===== config.mk =====
export PLATFORM = sky130hd
export DESIGN_NAME = mtmv_cfg
export DESIGN_NICKNAME = d
export VERILOG_FILES = /design/src/design/mtmv_pkg.sv /design/src/design/mtmv_cfg.sv
export SDC_FILE = /design/constraint.sdc
export NUM_CORES = 1
export LEC_CHECK = 0
export ABC_AREA = 1
export BUFFER_PORTS_ARGS = -buffer_cell sky130_fd_sc_hd__buf_2
export CAP_MARGIN = 20
export CELL_PAD_IN_SITES_DETAIL_PLACEMENT = 2
export CELL_PAD_IN_SITES_GLOBAL_PLACEMENT = 2
export CORE_MARGIN = 2
export CORE_UTILIZATION = 15
export DETAILED_ROUTE_END_ITERATION = 16
export PLACE_DENSITY_LB_ADDON = 0.12
export SLEW_MARGIN = 0
export SYNTH_ARGS = -nofsm -noshare
export SYNTH_HDL_FRONTEND = slang
export SYNTH_SLANG_ARGS = --single-unit

===== constraint.sdc =====
create_clock -name clk -period 0.8 [get_ports clk]
set_input_delay 0.08 -clock clk [delete_from_list [all_inputs] [get_ports clk]]
set_output_delay 0.08 -clock clk [all_outputs]
set_load 0.1 [all_outputs]

===== src/design/mtmv_pkg.sv =====
// Shared types and constants for the max-times matrix-vector block.
// No dependencies; imported by every module of the block.
package mtmv_pkg;

  localparam int SITE_W      = 6;
  localparam int TERM_W      = 8;
  localparam int VAL_W       = 32;
  localparam int PROD_W      = 2 * VAL_W;
  localparam int FRAC_W      = 16;
  localparam int SITES_CFG_W = 7;
  localparam int TERMS_CFG_W = 9;
  localparam int APB_AW      = 3;
  localparam int APB_DW      = 32;

  localparam int DEF_NUM_SITES = 64;
  localparam int DEF_NUM_TERMS = 256;

  localparam logic [SITES_CFG_W-1:0] SITES_RESET = 7'd64;
  localparam logic [TERMS_CFG_W-1:0] TERMS_RESET = 9'd256;

  localparam logic CMD_WEIGHT = 1'b0;
  localparam logic CMD_VECTOR = 1'b1;

  localparam logic REG_SITES = 1'b0;
  localparam logic REG_TERMS = 1'b1;

  typedef struct packed {
    logic [SITES_CFG_W-1:0] ns;
    logic [TERMS_CFG_W-1:0] nt;
  } cfg_t;

  typedef struct packed {
    logic              w_en;
    logic              v_en;
    logic [SITE_W-1:0] site;
    logic [TERM_W-1:0] term;
    logic [VAL_W-1:0]  value;
  } wr_req_t;

  typedef struct packed {
    logic              en;
    logic [SITE_W-1:0] site;
    logic [TERM_W-1:0] term;
  } rd_req_t;

  typedef struct packed {
    logic [VAL_W-1:0] weight;
    logic [VAL_W-1:0] vec;
  } rd_data_t;

endpackage


===== src/design/mtmv_cfg.sv =====
// APB register file holding sites_in_use and terms_in_use, with clamping.
// Depends on mtmv_pkg.
module mtmv_cfg import mtmv_pkg::*; #(
  parameter int NUM_SITES = DEF_NUM_SITES,
  parameter int NUM_TERMS = DEF_NUM_TERMS
) (
  input  logic              clk,
  input  logic              rst_n,
  input  logic              psel,
  input  logic              penable,
  input  logic              pwrite,
  input  logic [APB_AW-1:0] paddr,
  input  logic [APB_DW-1:0] pwdata,
  output logic [APB_DW-1:0] prdata,
  output logic              pready,
  output cfg_t              cfg
);

  logic [SITES_CFG_W-1:0] sites_r;
  logic [TERMS_CFG_W-1:0] terms_r;
  logic                   wr_en;

  assign pready = 1'b1;
  assign wr_en  = psel && penable && pwrite;

  always_ff @(posedge clk) begin
    if (!rst_n) begin
      sites_r <= SITES_RESET;
      terms_r <= TERMS_RESET;
    end else if (wr_en) begin
      case (paddr[2])
        REG_SITES: sites_r <= pwdata[SITES_CFG_W-1:0];
        REG_TERMS: terms_r <= pwdata[TERMS_CFG_W-1:0];
        default: ;
      endcase
    end
  end

  always_comb begin
    case (paddr[2])
      REG_SITES: prdata = APB_DW'(sites_r);
      REG_TERMS: prdata = APB_DW'(terms_r);
      default:   prdata = '0;
    endcase
  end

  // clamp to 1..NUM_SITES and 1..NUM_TERMS
  always_comb begin
    if (sites_r == '0) begin
      cfg.ns = SITES_CFG_W'(1);
    end else if (32'(sites_r) > NUM_SITES) begin
      cfg.ns = SITES_CFG_W'(NUM_SITES);
    end else begin
      cfg.ns = sites_r;
    end
    if (terms_r == '0) begin
      cfg.nt = TERMS_CFG_W'(1);
    end else if (32'(terms_r) > NUM_TERMS) begin
      cfg.nt = TERMS_CFG_W'(NUM_TERMS);
    end else begin
      cfg.nt = terms_r;
    end
  end

endmodule


# == Word level (Yosys, flattened, before mapping) ==
# Index checks and enable logic that the tools add are counted.
# word_totals
ff_bits,16
in_bits,40
out_inout_bits,49
word_cells,16
# classes
magnitude_cmp,2
n_mux,5
bitwise,1
n_reduce_logical,6
# op_table
op,n
one-hot mux 32 bit (2 select lines),1
2-to-1 mux 9 bit,2
2-to-1 mux 7 bit,2
"> comparator 9 bit, second input constant",1
logical NOT 9 bit,1
"> comparator 7 bit, second input constant",1
logical NOT 7 bit,1
AND reduction 2 bit,2
logical AND 1 bit,2
NOT 1 bit,1

# == Longest topological paths before layout ==
# depth
word_depth,3
ltp_mapped,6
depth_no_buf,5

# == Least setup slack after synthesis ==
# OpenSTA, ideal clock, no wires.
# synth_path
path_type,register -> output
start,register sites_r[4]
end,output port cfg[9] (netlist name)
arrival_ps,2610
required_ps,720
path_slack_ps,-1890
stages_incl_launch_ff,4
n_path_buf,0
cell_sequence,dfxtp_1 > nor2_1 > nand4_1 > o21ai_0
# synth_lines
element,line_no,text
from (decl),mtmv_cfg.sv:19,logic [SITES_CFG_W-1:0] sites_r;
from (signal assigned),mtmv_cfg.sv:32,REG_SITES: sites_r <= pwdata[SITES_CFG_W-1:0];
to (decl),mtmv_cfg.sv:16,output cfg_t cfg

==> summary.md <==
| Metric | Value |
|---|---|
| Status | complete, but fails checks |
| Violations in the final reports | negative setup slack |
| # hold bufs at CTS | 0 |
| X dimension of the die | 87.4 µm |
| Mean number of vias per cell | 3.69 |
| Pins Over Slew Limit | 0 |
| Biggest area consumer among synthesized cells | sky130_fd_sc_hd__dfxtp_1 |
| Syn Area/Cell | 6.36 µm² |
| CTS clock-pin slew for the worst setup and hold paths | 0.08 ns |
| Count of mapped cells out of synthesis | 164 |
| Sort of element at the start of the critical path | register |
| Cell types with the largest area share after synthesis | sky130_fd_sc_hd__dfxtp_1, sky130_fd_sc_hd__buf_4, sky130_fd_sc_hd__nor2_1, sky130_fd_sc_hd__inv_1, sky130_fd_sc_hd__o21ai_0 |
| Area Growth Syn to Fin | 117% |
| Vias in the first global route | 1270 |
| Floorplan die height | 87.4 µm |
| Count of antenna-violating nets left after detailed routing | 0 |
| Sequential Power Share | 26.6% |
| Setup repair after global routing missed its margin | true |
| HP Class | in -> reg |
| Vias | 1130 |
| Die area | 7640 µm² |
| Critical Setup Path Class | reg -> out |
| Average wire length per cell after detail routing | 13.0 µm |
| Total grt overflow | 0 |
| Ant. Diodes | 0 |
| Count of placed standard cells in the final layout, fillers left out | 306 |
| Clock latency at the later pin of the worst-skew pair | 0.26 ns |
| Placeable core area | 6760 µm² |
| Clk buf depth | 2 |
| Fraction of final layout cells with drive strength greater than 1 | 65.5% |
| Number of distinct library cells after synthesis | 18 |
| I/O Pins | 89 |
| Layout fillers | 754 |
| Required time at the endpoint of the critical path | 0.72 ns |
| Length in cells of the worst reg-to-reg path | 4 |
| Final worst-path setup slack | -0.779 ns |
| Post-synthesis sequential element count | 16 |
| Final RePlAce weighted congestion | 0.687 |
| Achievable Freq | 633 MHz |
| Highest fanout seen on the critical path | 7 |
| Pin count of the biggest net entering global routing | 17 |
| Static leakage | 0.000964 µW |
| Initial antenna violation count | 0 |
| Share of Yosys cell area claimed by the top area cell type | 30.7% |
| CTS sink count | 16 |
| Area of all sequential standard cells | 348 µm² |
| Hpwl dp | 3210 µm |
| Worst Clk Skew | 0 ns |
| Yosys warning total | 0 |
| Crit path capture type | output pin |
| Post-Place Cells | 299 |
| Part of the total power dissipated in combinational logic | 50.0% |
| Final net count | 267 |
| Number of buffers added on ports | 39 |
| Detailed Routing Iterations Pass 1 | 4 |
| Area of the multi-input gates | 813 µm² |
| Remaining design rule violation count | 0 |
| Count of cells along the worst hold path | 3 |
| Psw | 1550 µW |
| Power per cell area | 1420 nW/µm² |
| # setup viols final | 26 |
| Global-route wire length before repair | 6470 µm |
| Most frequent cells in the layout | sky130_fd_sc_hd__nor2_1, sky130_fd_sc_hd__buf_12, sky130_fd_sc_hd__conb_1 |
| Most common library cell in the layout ignoring fill and taps | sky130_fd_sc_hd__nor2_1 |
| Final worst-path cycle share | 197% |
| Period minus WS final | 1.58 ns |
| Area post-placement | 2000 µm² |
| Number of hold violations in the final report | 0 |
| Area of all placed cells without fillers | 2260 µm² |
| Rows | 30 |
| Clock power share | 23.4% |
| Routed Wire Length | 3990 µm |
| DRC violation total after the first TritonRoute iteration | 24 |
| Clock Root Buffer | sky130_fd_sc_hd__clkbuf_8 |
| H-tree level count | 1 |
| Max capacitance violation total | 0 |
| Sequential-to-total area share from yosys stat | 30.7% |
| Int Pwr | 1670 µW |
| Clock tree from TritonCTS | built |
| Data arrival time of the critical path | 1.50 ns |
| IR drop worst, VDD | 0.498 mV |
| Post-synth design cell area | 1040 µm² |
| Clock buffers created by TritonCTS | 3 |
| Switching power share of the total | 48.3% |
| Total track usage | 11.1% |
| Initial Utilization | 15.4% |
## flip-flops by register name, indices dropped and copies added (netlist names)
| name | cells |
|---|---|
| sites_r | 7 |
| terms_r | 9 |
## Yosys cell counts
| master | number |
|---|---|
| sky130_fd_sc_hd__clkbuf_1 | 2 |
| sky130_fd_sc_hd__inv_2 | 2 |
| sky130_fd_sc_hd__clkbuf_2 | 1 |
| sky130_fd_sc_hd__o211ai_1 | 2 |
| sky130_fd_sc_hd__buf_6 | 1 |
| sky130_fd_sc_hd__inv_1 | 20 |
| sky130_fd_sc_hd__o21ai_1 | 8 |
| sky130_fd_sc_hd__nand4_1 | 1 |
| sky130_fd_sc_hd__nand3_2 | 1 |
| sky130_fd_sc_hd__nor2_4 | 2 |
| sky130_fd_sc_hd__o21ai_2 | 1 |
| sky130_fd_sc_hd__conb_1 | 2 |
| sky130_fd_sc_hd__buf_2 | 1 |
| sky130_fd_sc_hd__dfxtp_1 | 16 |
| sky130_fd_sc_hd__nor2_1 | 47 |
| sky130_fd_sc_hd__buf_4 | 25 |
| sky130_fd_sc_hd__nand2_1 | 18 |
| sky130_fd_sc_hd__o21ai_0 | 14 |
## final timing paths
path	slack, ns	from	end
setup / recovery	-0.78	terms_r[1]	cfg[5]
hold / removal	0.05	pwdata[7]	terms_r[7]
setup reg to reg	-0.01	sites_r[3]	sites_r[3]
hold reg to reg	0.55	sites_r[1]	sites_r[1]
## kinds of logic (layout without fill, tap and decap cells)
| family | Yosys count | in the layout | share of synthesized area, % |
|---|---|---|---|
| compound gates | 25 | 25 | 12.8 |
| other cells | 2 | 24 | 0.720 |
| simple gates | 69 | 69 | 27.1 |
| buf+inv | 52 | 92 | 28.7 |
| flops | 16 | 16 | 30.7 |
## metal layers
layer	global-route usage (%)	vias to the layer above	routed length (µm)
met4	3.36	0	25
met2	18.9	34	2090
li1	-	574	-
met5	0	-	0
met1	14.3	520	1710
met3	1.80	2	164
## stage by stage
step	worst slack [ns]	power, µW	setup TNS (ns)	hold WS (ns)	util (%)
2_1_floorplan	-0.550	2110	-8.54	0.208	-
3_3_place_gp	-0.452	2380	-7.52	0.313	29.6
3_5_place_dp	-0.485	2390	-8.17	0.318	29.6
4_1_cts	-0.720	3210	-12.86	0.0476	32.2
5_1_grt	-0.887	3360	-14.91	0.0463	33.5
6_report	-0.779	3220	-12.99	0.0513	33.5
## worst max-delay path: stages (launching register included)
cell and delay [ns]:
sky130_fd_sc_hd__dfxtp_2 0.34, sky130_fd_sc_hd__nor2_4 0.11, sky130_fd_sc_hd__nand2_2 0.08, sky130_fd_sc_hd__o21ai_4 0.18, sky130_fd_sc_hd__clkinv_4 0.17, sky130_fd_sc_hd__nor2_4 0.16
sky130_fd_sc_hd__buf_12 0.18
## area by class of cell
type / instances / area share (%)
repair buffers: 66 / 36.9
multi-input cells: 118 / 36.0
flip-flops and latches: 16 / 15.4
inverters: 22 / 4.87
well taps: 80 / 4.43
clock buffers: 4 / 2.43
## repair_timing
action                                  4_1_cts  5_1_grt
setup buffers                                 5        2
endpoints found under the setup margin       28       33
gates resized for setup                      34       32
pin swaps                                    17       14
## power groups by stage
stage                     clock (µW)  combinational, µW  sequential, µW
after floorplan                    0               1240             867
after global placement             0               1510             862
after detailed placement           0               1530             864
after CTS                        778               1580             850
after global routing             819               1680             859
final                            753               1610             855
Note: power is estimated with default switching activity, not from simulation.
