`config.mk`:
```
export PLATFORM = sky130hd
export DESIGN_NAME = mtmv_engine_flat
export DESIGN_NICKNAME = d
export VERILOG_FILES = /design/src/design/mtmv_pkg.sv /design/src/design/mtmv_if.sv /design/src/design/mtmv_engine.sv /design/src/flat_wrapper.sv
export SDC_FILE = /design/constraint.sdc
export NUM_CORES = 2
export LEC_CHECK = 0
export ABC_CLOCK_PERIOD_IN_PS = 7400
export BUFFER_PORTS_ARGS = -buffer_cell sky130_fd_sc_hd__buf_4
export CORE_MARGIN = 1
export CORE_UTILIZATION = 45
export CTS_BUF_LIST = sky130_fd_sc_hd__clkbuf_2
export CTS_CLUSTER_DIAMETER = 60
export CTS_CLUSTER_SIZE = 20
export DETAILED_ROUTE_END_ITERATION = 7
export PLACE_DENSITY = 0.69
export SLEW_MARGIN = 20
export SYNTH_ARGS = -nofsm -noshare
export SYNTH_HDL_FRONTEND = slang
export SYNTH_SLANG_ARGS = --single-unit
```
`constraint.sdc`:
```
create_clock -name clk -period 7.4 [get_ports clk]
set_input_delay 0.37 -clock clk [delete_from_list [all_inputs] [get_ports clk]]
set_output_delay 0.37 -clock clk [all_outputs]
set_load 0.02 [all_outputs]
```
`src/design/mtmv_pkg.sv`:
```
// Shared types and constants for the max-times matrix-vector block.
// No dependencies; imported by every module of the block.
package mtmv_pkg;

  localparam int SITE_W      = 6;
  localparam int TERM_W      = 8;
  localparam int VAL_W       = 32;
  localparam int PROD_W      = 2 * VAL_W;
  localparam int FRAC_W      = 16;
  localparam int SITES_CFG_W = 7;
  localparam int TERMS_CFG_W = 9;
  localparam int APB_AW      = 3;
  localparam int APB_DW      = 32;

  localparam int DEF_NUM_SITES = 64;
  localparam int DEF_NUM_TERMS = 256;

  localparam logic [SITES_CFG_W-1:0] SITES_RESET = 7'd64;
  localparam logic [TERMS_CFG_W-1:0] TERMS_RESET = 9'd256;

  localparam logic CMD_WEIGHT = 1'b0;
  localparam logic CMD_VECTOR = 1'b1;

  localparam logic REG_SITES = 1'b0;
  localparam logic REG_TERMS = 1'b1;

  typedef struct packed {
    logic [SITES_CFG_W-1:0] ns;
    logic [TERMS_CFG_W-1:0] nt;
  } cfg_t;

  typedef struct packed {
    logic              w_en;
    logic              v_en;
    logic [SITE_W-1:0] site;
    logic [TERM_W-1:0] term;
    logic [VAL_W-1:0]  value;
  } wr_req_t;

  typedef struct packed {
    logic              en;
    logic [SITE_W-1:0] site;
    logic [TERM_W-1:0] term;
  } rd_req_t;

  typedef struct packed {
    logic [VAL_W-1:0] weight;
    logic [VAL_W-1:0] vec;
  } rd_data_t;

endpackage

```
`src/design/mtmv_if.sv`:
```


interface mtmv_out_if import mtmv_pkg::*; ();
  logic              valid;
  logic              ready;
  logic [SITE_W-1:0] out_site;
  logic [VAL_W-1:0]  max_value;
  logic              no_term;
  logic              last_site;

  modport source (output valid, out_site, max_value, no_term, last_site, input ready);
  modport sink   (input valid, out_site, max_value, no_term, last_site, output ready);
endinterface

```
`src/design/mtmv_engine.sv`:
```
// Compute engine: walks sites and terms, multiplies, tracks the running
// maximum and holds the result register. Depends on mtmv_pkg, mtmv_if.
module mtmv_engine import mtmv_pkg::*; (
  input  logic     clk,
  input  logic     rst_n,
  input  logic     start,
  input  cfg_t     cfg,
  output rd_req_t  rd,
  input  rd_data_t rdat,
  output logic     busy,
  mtmv_out_if.source out_ch
);

  logic              issuing_r;
  logic [SITE_W-1:0] s_r;
  logic [TERM_W-1:0] k_r;
  logic              d_valid_r, d_first_r, d_last_r;
  logic [SITE_W-1:0] d_site_r;
  logic              m_valid_r, m_first_r, m_last_r, m_nz_r;
  logic [SITE_W-1:0] m_site_r;
  logic [PROD_W-1:0] m_prod_r;
  logic              any_r;
  logic [VAL_W-1:0]  best_r;
  logic              out_valid_r;
  logic [SITE_W-1:0] out_site_r;
  logic [VAL_W-1:0]  out_max_r;
  logic              out_none_r;
  logic              out_last_r;

  logic              adv;
  logic              k_end, s_end;
  logic [VAL_W-1:0]  prod_sat;
  logic              any_cur;
  logic [VAL_W-1:0]  best_cur;
  logic              take;
  logic              any_nxt;
  logic [VAL_W-1:0]  best_nxt;

  // freeze the whole pipeline while a result waits unaccepted
  assign adv   = !out_valid_r || out_ch.ready;
  assign k_end = {1'b0, k_r} == (cfg.nt - TERMS_CFG_W'(1));
  assign s_end = {1'b0, s_r} == (cfg.ns - SITES_CFG_W'(1));

  assign rd.en   = issuing_r && adv;
  assign rd.site = s_r;
  assign rd.term = k_r;

  assign busy = issuing_r || d_valid_r || m_valid_r;

  always_comb begin
    prod_sat = (|m_prod_r[PROD_W-1:FRAC_W+VAL_W]) ? '1 : m_prod_r[FRAC_W+VAL_W-1:FRAC_W];
    any_cur  = m_first_r ? 1'b0 : any_r;
    best_cur = m_first_r ? '0 : best_r;
    take     = m_nz_r && (!any_cur || (prod_sat > best_cur));
    best_nxt = take ? prod_sat : best_cur;
    any_nxt  = any_cur || m_nz_r;
  end

  always_ff @(posedge clk) begin
    if (!rst_n) begin
      issuing_r   <= 1'b0;
      d_valid_r   <= 1'b0;
      m_valid_r   <= 1'b0;
      out_valid_r <= 1'b0;
    end else begin
      if (start) begin
        issuing_r <= 1'b1;
        s_r       <= '0;
        k_r       <= '0;
      end else if (adv && issuing_r) begin
        if (k_end) begin
          k_r <= '0;
          s_r <= s_r + SITE_W'(1);
          if (s_end) begin
            issuing_r <= 1'b0;
          end
        end else begin
          k_r <= k_r + TERM_W'(1);
        end
      end
      if (adv) begin
        d_valid_r <= issuing_r;
        m_valid_r <= d_valid_r;
      end
      if (adv && m_valid_r && m_last_r) begin
        out_valid_r <= 1'b1;
      end else if (out_ch.ready) begin
        out_valid_r <= 1'b0;
      end
    end
  end

  always_ff @(posedge clk) begin
    if (adv) begin
      d_first_r <= k_r == '0;
      d_last_r  <= k_end;
      d_site_r  <= s_r;
      m_first_r <= d_first_r;
      m_last_r  <= d_last_r;
      m_site_r  <= d_site_r;
      m_nz_r    <= rdat.weight != '0;
      m_prod_r  <= PROD_W'(rdat.weight) * PROD_W'(rdat.vec);
      if (m_valid_r) begin
        any_r  <= any_nxt;
        best_r <= best_nxt;
      end
      if (m_valid_r && m_last_r) begin
        out_site_r <= m_site_r;
        out_max_r  <= any_nxt ? best_nxt : '0;
        out_none_r <= !any_nxt;
        out_last_r <= {1'b0, m_site_r} == (cfg.ns - SITES_CFG_W'(1));
      end
    end
  end

  assign out_ch.valid     = out_valid_r;
  assign out_ch.out_site  = out_site_r;
  assign out_ch.max_value = out_max_r;
  assign out_ch.no_term   = out_none_r;
  assign out_ch.last_site = out_last_r;

endmodule

```
`src/flat_wrapper.sv`:
```
// flat-port wrapper written by rule: the top's interface ports become plain ports
module mtmv_engine_flat import mtmv_pkg::*;
  (clk, rst_n, start, cfg, rd, rdat, busy, out_ch_valid, out_ch_out_site, out_ch_max_value, out_ch_no_term, out_ch_last_site, out_ch_ready);
  mtmv_out_if out_ch_i ();
  input  logic clk;
  input  logic rst_n;
  input  logic start;
  input  cfg_t cfg;
  output rd_req_t rd;
  input  rd_data_t rdat;
  output logic busy;
  output wire logic [$bits(out_ch_i.valid)-1:0] out_ch_valid;
  output wire logic [$bits(out_ch_i.out_site)-1:0] out_ch_out_site;
  output wire logic [$bits(out_ch_i.max_value)-1:0] out_ch_max_value;
  output wire logic [$bits(out_ch_i.no_term)-1:0] out_ch_no_term;
  output wire logic [$bits(out_ch_i.last_site)-1:0] out_ch_last_site;
  input wire logic [$bits(out_ch_i.ready)-1:0] out_ch_ready;
  assign out_ch_valid = out_ch_i.valid;
  assign out_ch_out_site = out_ch_i.out_site;
  assign out_ch_max_value = out_ch_i.max_value;
  assign out_ch_no_term = out_ch_i.no_term;
  assign out_ch_last_site = out_ch_i.last_site;
  assign out_ch_i.ready = out_ch_ready;
  mtmv_engine u_core (.clk(clk), .rst_n(rst_n), .start(start), .cfg(cfg), .rd(rd), .rdat(rdat), .busy(busy), .out_ch(out_ch_i));
endmodule
```
# ---- Word-level counts from Yosys, hierarchy flattened
# Cells that the tools add are included.
dict set report word_totals {
  regBits 172
  inputBits 84
  output_inout_bits 57
  word_cells 68
}
dict set report op_classes {
  n_addsub 4
  n_mul 1
  magnitude_cmp 1
  n_eq_ne 3
  mux 14
  reduce_logical 25
}
# cell n
set op_table {}
lappend op_table {{two-way mux 32 bit} 3}
lappend op_table {{multiplier 32 x 32 -> 64 bit} 1}
lappend op_table {{greater-than comparator 32 bit} 1}
lappend op_table {{nonzero test 32 bit} 1}
lappend op_table {{two-way mux 8 bit} 2}
lappend op_table {{OR reduction 16 bit} 1}
lappend op_table {{== test 6 x 7 -> 1 bit} 2}
lappend op_table {{two-way mux 6 bit} 2}
lappend op_table {{== test 8 x 9 -> 1 bit} 1}
lappend op_table {{subtractor 9 x 1 -> 9 bit, second input constant} 1}
lappend op_table {{adder 8 x 1 -> 8 bit, second input constant} 1}
lappend op_table {{zero test 8 bit} 1}
lappend op_table {{nonzero test 2 bit} 4}
lappend op_table {{two-way mux 1 bit} 7}
lappend op_table {{subtractor 7 x 1 -> 7 bit, second input constant} 1}
lappend op_table {{adder 6 x 1 -> 6 bit, second input constant} 1}
lappend op_table {{AND reduction 2 bit} 3}
lappend op_table {{AND reduction 3 bit} 2}
lappend op_table {{logical AND 1 bit} 5}
lappend op_table {{logical OR 1 bit} 5}
lappend op_table {{zero test 1 bit} 3}

# ---- Logic depth before layout (Yosys ltp)
dict set report depth {
  depth_word 6
  mapped_depth 26
}

# ---- Worst setup path after synthesis
# No wires, ideal clock.
dict set report synth_path {
  kind {input to register}
  start {in rdat[2] in the netlist's numbering}
  end {reg u_core.m_prod_r[63] (data pin)}
  setup_ns 0.267
  arrival_time_ns 6.700
  slack_ns 0.433
  path_stages 23
  path_cell_list {clkbuf_1 > and2_1 > fa_1 > inv_1 > fa_1 > fa_1 > fa_1 > inv_1 > fa_1 > inv_1 > fa_1 > inv_1 > fa_1 > fa_1 > ha_1 > a21oi_2 > o21ai_2 > o31a_4 > a31oi_4 > a2111oi_4 > nor4b_4 > a31o_2 > a211oi_2}
}
dict set report synth_between {
  elab_chain_len 1
}
# element line
set synth_rtl {}
lappend synth_rtl {{start, declared} flat_wrapper.sv:10} ;# input rd_data_t rdat;
lappend synth_rtl {{multiplier 32 x 32 -> 64 bit} mtmv_engine.sv:102} ;# m_prod_r <= PROD_W'(rdat.weight) * PROD_W'(rdat.vec);
lappend synth_rtl {{end signal, assigned} mtmv_engine.sv:102}
lappend synth_rtl {{end, declared} mtmv_engine.sv:21} ;# logic [PROD_W-1:0] m_prod_r;
# Every way passes these cells.
# A chain may end at the register's enable or synchronous reset.

# ---- Worst setup path after layout
dict set report layout_path {
  start {in rdat[5] in the netlist's numbering}
  end {reg u_core.m_prod_r[51] (data pin)}
}
# The elaborated chain is that of the path after synthesis.

==> metrics.txt <==
status finished, final reports clean; Fmax achieved 149 MHz; mapped cell area 0.0407 sq mm; Final Instance Area 0.0447 sq mm; fin crit share 90.4%; dominant cells by area after synthesis fa_1, edfxtp_1, and2_1; clock tree buffer depth 2; Clock Pin Slew Worst Setup and Hold Paths 0.23 ns; final core area utilization 50.1%; crit end category flop; die width 303 um; NumNets Final 5,749; DRC viols 0; first-pass GRT wire length 173 mm; Seq/Total Area, Yosys 11.4%; non-filler cells, final 5,652; routed vias/inst 5.28; die span in y 303 um; Setup-failing EPs final 0; type of the worst setup path input port to flop; Slew headroom 25.3%; critical path fanouts, max 8; clock skew 0.0462 ns; Initial DRC Count 2,469; H-tree levels 4; GPL Wtd Cong 0.928; syn nets 5,592; antenna-violating nets left 0; Hold Buf Count CTS 6; Max Cap Viol 0; vias in the first global route 31,100; # rows 109; I/O pins 141; Primary FF master, synth edfxtp_1; root buf cell clkbuf_2; met3 global-route usage 4.18%; postcts setup bufs 0; RSZ-0062 raised after global routing false; Mean Syn Cell Area 9.44 sq um; GRT Overall Usage 24.4%; antenna violations before repair 2; largest net degree at the start of global routing 71; routed vias 29,800; Area growth syn-to-layout 9.65%; PortBufs 140; Synth top area share 44.0%; Placed Area 0.0443 sq mm; fraction of registers with async set/reset 0%; Clock Sinks 156; met1 Track Usage GR 35.8%; layout filler cell count 8,178; Pins Over Slew Limit 0; first-pass detailed-route iteration total 7; Skew-Pair Late Insertion Delay 0.73 ns; Commonest cells post-synth inv_1, fa_1, and2_1; area of the core 0.0891 sq mm; placed cells 5,610; Fin. Hold Viols 0; CP Data Required Time 7.90 ns; Overflow after GRT 0; worst min-delay path class input port to flop; Synth area leader fa_1; cell count after synthesis 4,316; Arr. time, crit path 7.19 ns; layout cell share with drive strength beyond 1 9.70%; total CTS buffers 17; yosys warns 0; EDFF count, synth 152; Synth cell types 69; routed len/inst 19.1 um; Slew @ Worst Pin 1.11 ns; TritonCTS clock tree built; post-cts sizing count 0; Total Wirelength 108 mm; count leader, synth inv_1; GR Layer Usage met2 38.2%; Seq cells post-synth 156; die area 0.0917 sq mm; DP HPWL 91.0 mm; Startpoint Class input port; Tmin final 6.69 ns; initial core utilization 45.7%; gr busiest metal met2; final setup TNS 0 ns
==> layout make-up <==
| type | count | area [sq um] | area share [%] |
|---|---|---|---|
| Multi-Input combinational cell | 2997 | 31700 | 71.0 |
| Sequential cell | 156 | 4640 | 10.4 |
| Inverter | 926 | 3480 | 7.78 |
| Timing Repair Buffer | 375 | 3160 | 7.07 |
| Tap cell | 1165 | 1460 | 3.26 |
| Clock inverter | 14 | 109 | 0.244 |
| Clock buffer | 18 | 90.1 | 0.202 |
| Antenna cell | 1 | 2.50 | 0.00560 |
==> worst max-delay path: stages <==
cell and delay (ns):
buf_4 0.16, buf_4 0.16, and2_1 0.17, fa_1 0.57
fa_1 0.44, fa_1 0.60, inv_1 0.07, fa_1 0.48
inv_1 0.07, fa_1 0.51, fa_1 0.48, fa_1 0.54
fa_1 0.41, ha_1 0.38, nand2_1 0.09, o21ai_2 0.19
a41o_1 0.14, o31a_4 0.17, a31oi_4 0.09, buf_12 0.15
buf_4 0.13, a21oi_1 0.18, a21boi_0 0.11, buf_4 0.15
o31ai_1 0.27, xor2_1 0.09
==> registers in the layout (all words and copies together) (netlist names), 6 cells and up <==
name                     count
u_core.out_ch.out_site       6
u_core.s_r                   6
u_core.m_prod_r             48
u_core.best_r               32
u_core.out_ch.max_value     32
u_core.k_r                   8
u_core.d_site_r              6
u_core.m_site_r              6
==> worst paths after layout <==
kind	cells past startpoint	endpoint	start	slack (ns)
max	26	u_core.m_prod_r[51]$_DFFE_PN_	rdat[5]	0.71
min	4	u_core.d_last_r$_DFFE_PN_	cfg[5]	0.13
max reg2reg	16	u_core.out_ch.max_value[13]$_SDFFCE_PP0P_	u_core.m_prod_r[58]$_DFFE_PN_	2.50
min reg2reg	0	u_core.m_first_r$_DFFE_PN_	u_core.d_first_r$_DFFE_PN_	0.44
==> metrics by stage <==
stage,hold slack (ns),setup slack (ns)
global placement,0.403,0.00831
detailed placement,0.407,-0.0455
global route,0.0458,0.493
floorplan,0.400,0.433
CTS,0.0332,0.813
finish,0.129,0.707
==> cells by family (layout without fill, tap and decap cells) <==
| family | Yosys count | after routing | synth area share, % |
|---|---|---|---|
| xor+xnor | 86 | 86 | 1.85 |
| fa+ha+maj | 1192 | 1192 | 53.1 |
| other cells | 0 | 1 | 0 |
| simple gates | 1383 | 1383 | 17.4 |
| buf+inv | 1163 | 1333 | 10.8 |
| flops | 156 | 156 | 11.4 |
| mux | 1 | 1 | 0.0246 |
| compound gates | 335 | 335 | 5.38 |
==> cells in the final DEF (no fill, tap or decap), drive strengths merged, types with 3 or more instances in the layout <==
cell type    instances
fa                 895
dlygate4sd3          6
nand2b              34
edfxtp             152
nand3               41
or2                  3
clkbuf              19
clkinv               4
and3                 3
xor2                29
xnor2               57
a21boi               3
a21o                49
nand2              508
dfxtp                4
inv                931
a211oi              28
buf                368
nor2b                6
nor3                31
nand4               29
nor4                16
o211ai              13
o21a                12
nor2               100
a31oi               14
o21ai               58
nor4b                3
ha                 297
o21bai              15
or3                  5
o31ai                3
and2               600
clkinvlp             5
a21oi              120
==> metal layers <==
layer  share of wire (%)  wire (um)  up-vias
met5              0.0074          8        -
met4                 1.6       1690        2
met3                 8.8       9520      102
met2                  46      49300     1151
met1                  44      47600    15400
li1                    -          -    13200
Power is left out: the tool's default activity adds up to more than one toggle a clock period on the data nets, which glitch-free logic cannot reach.
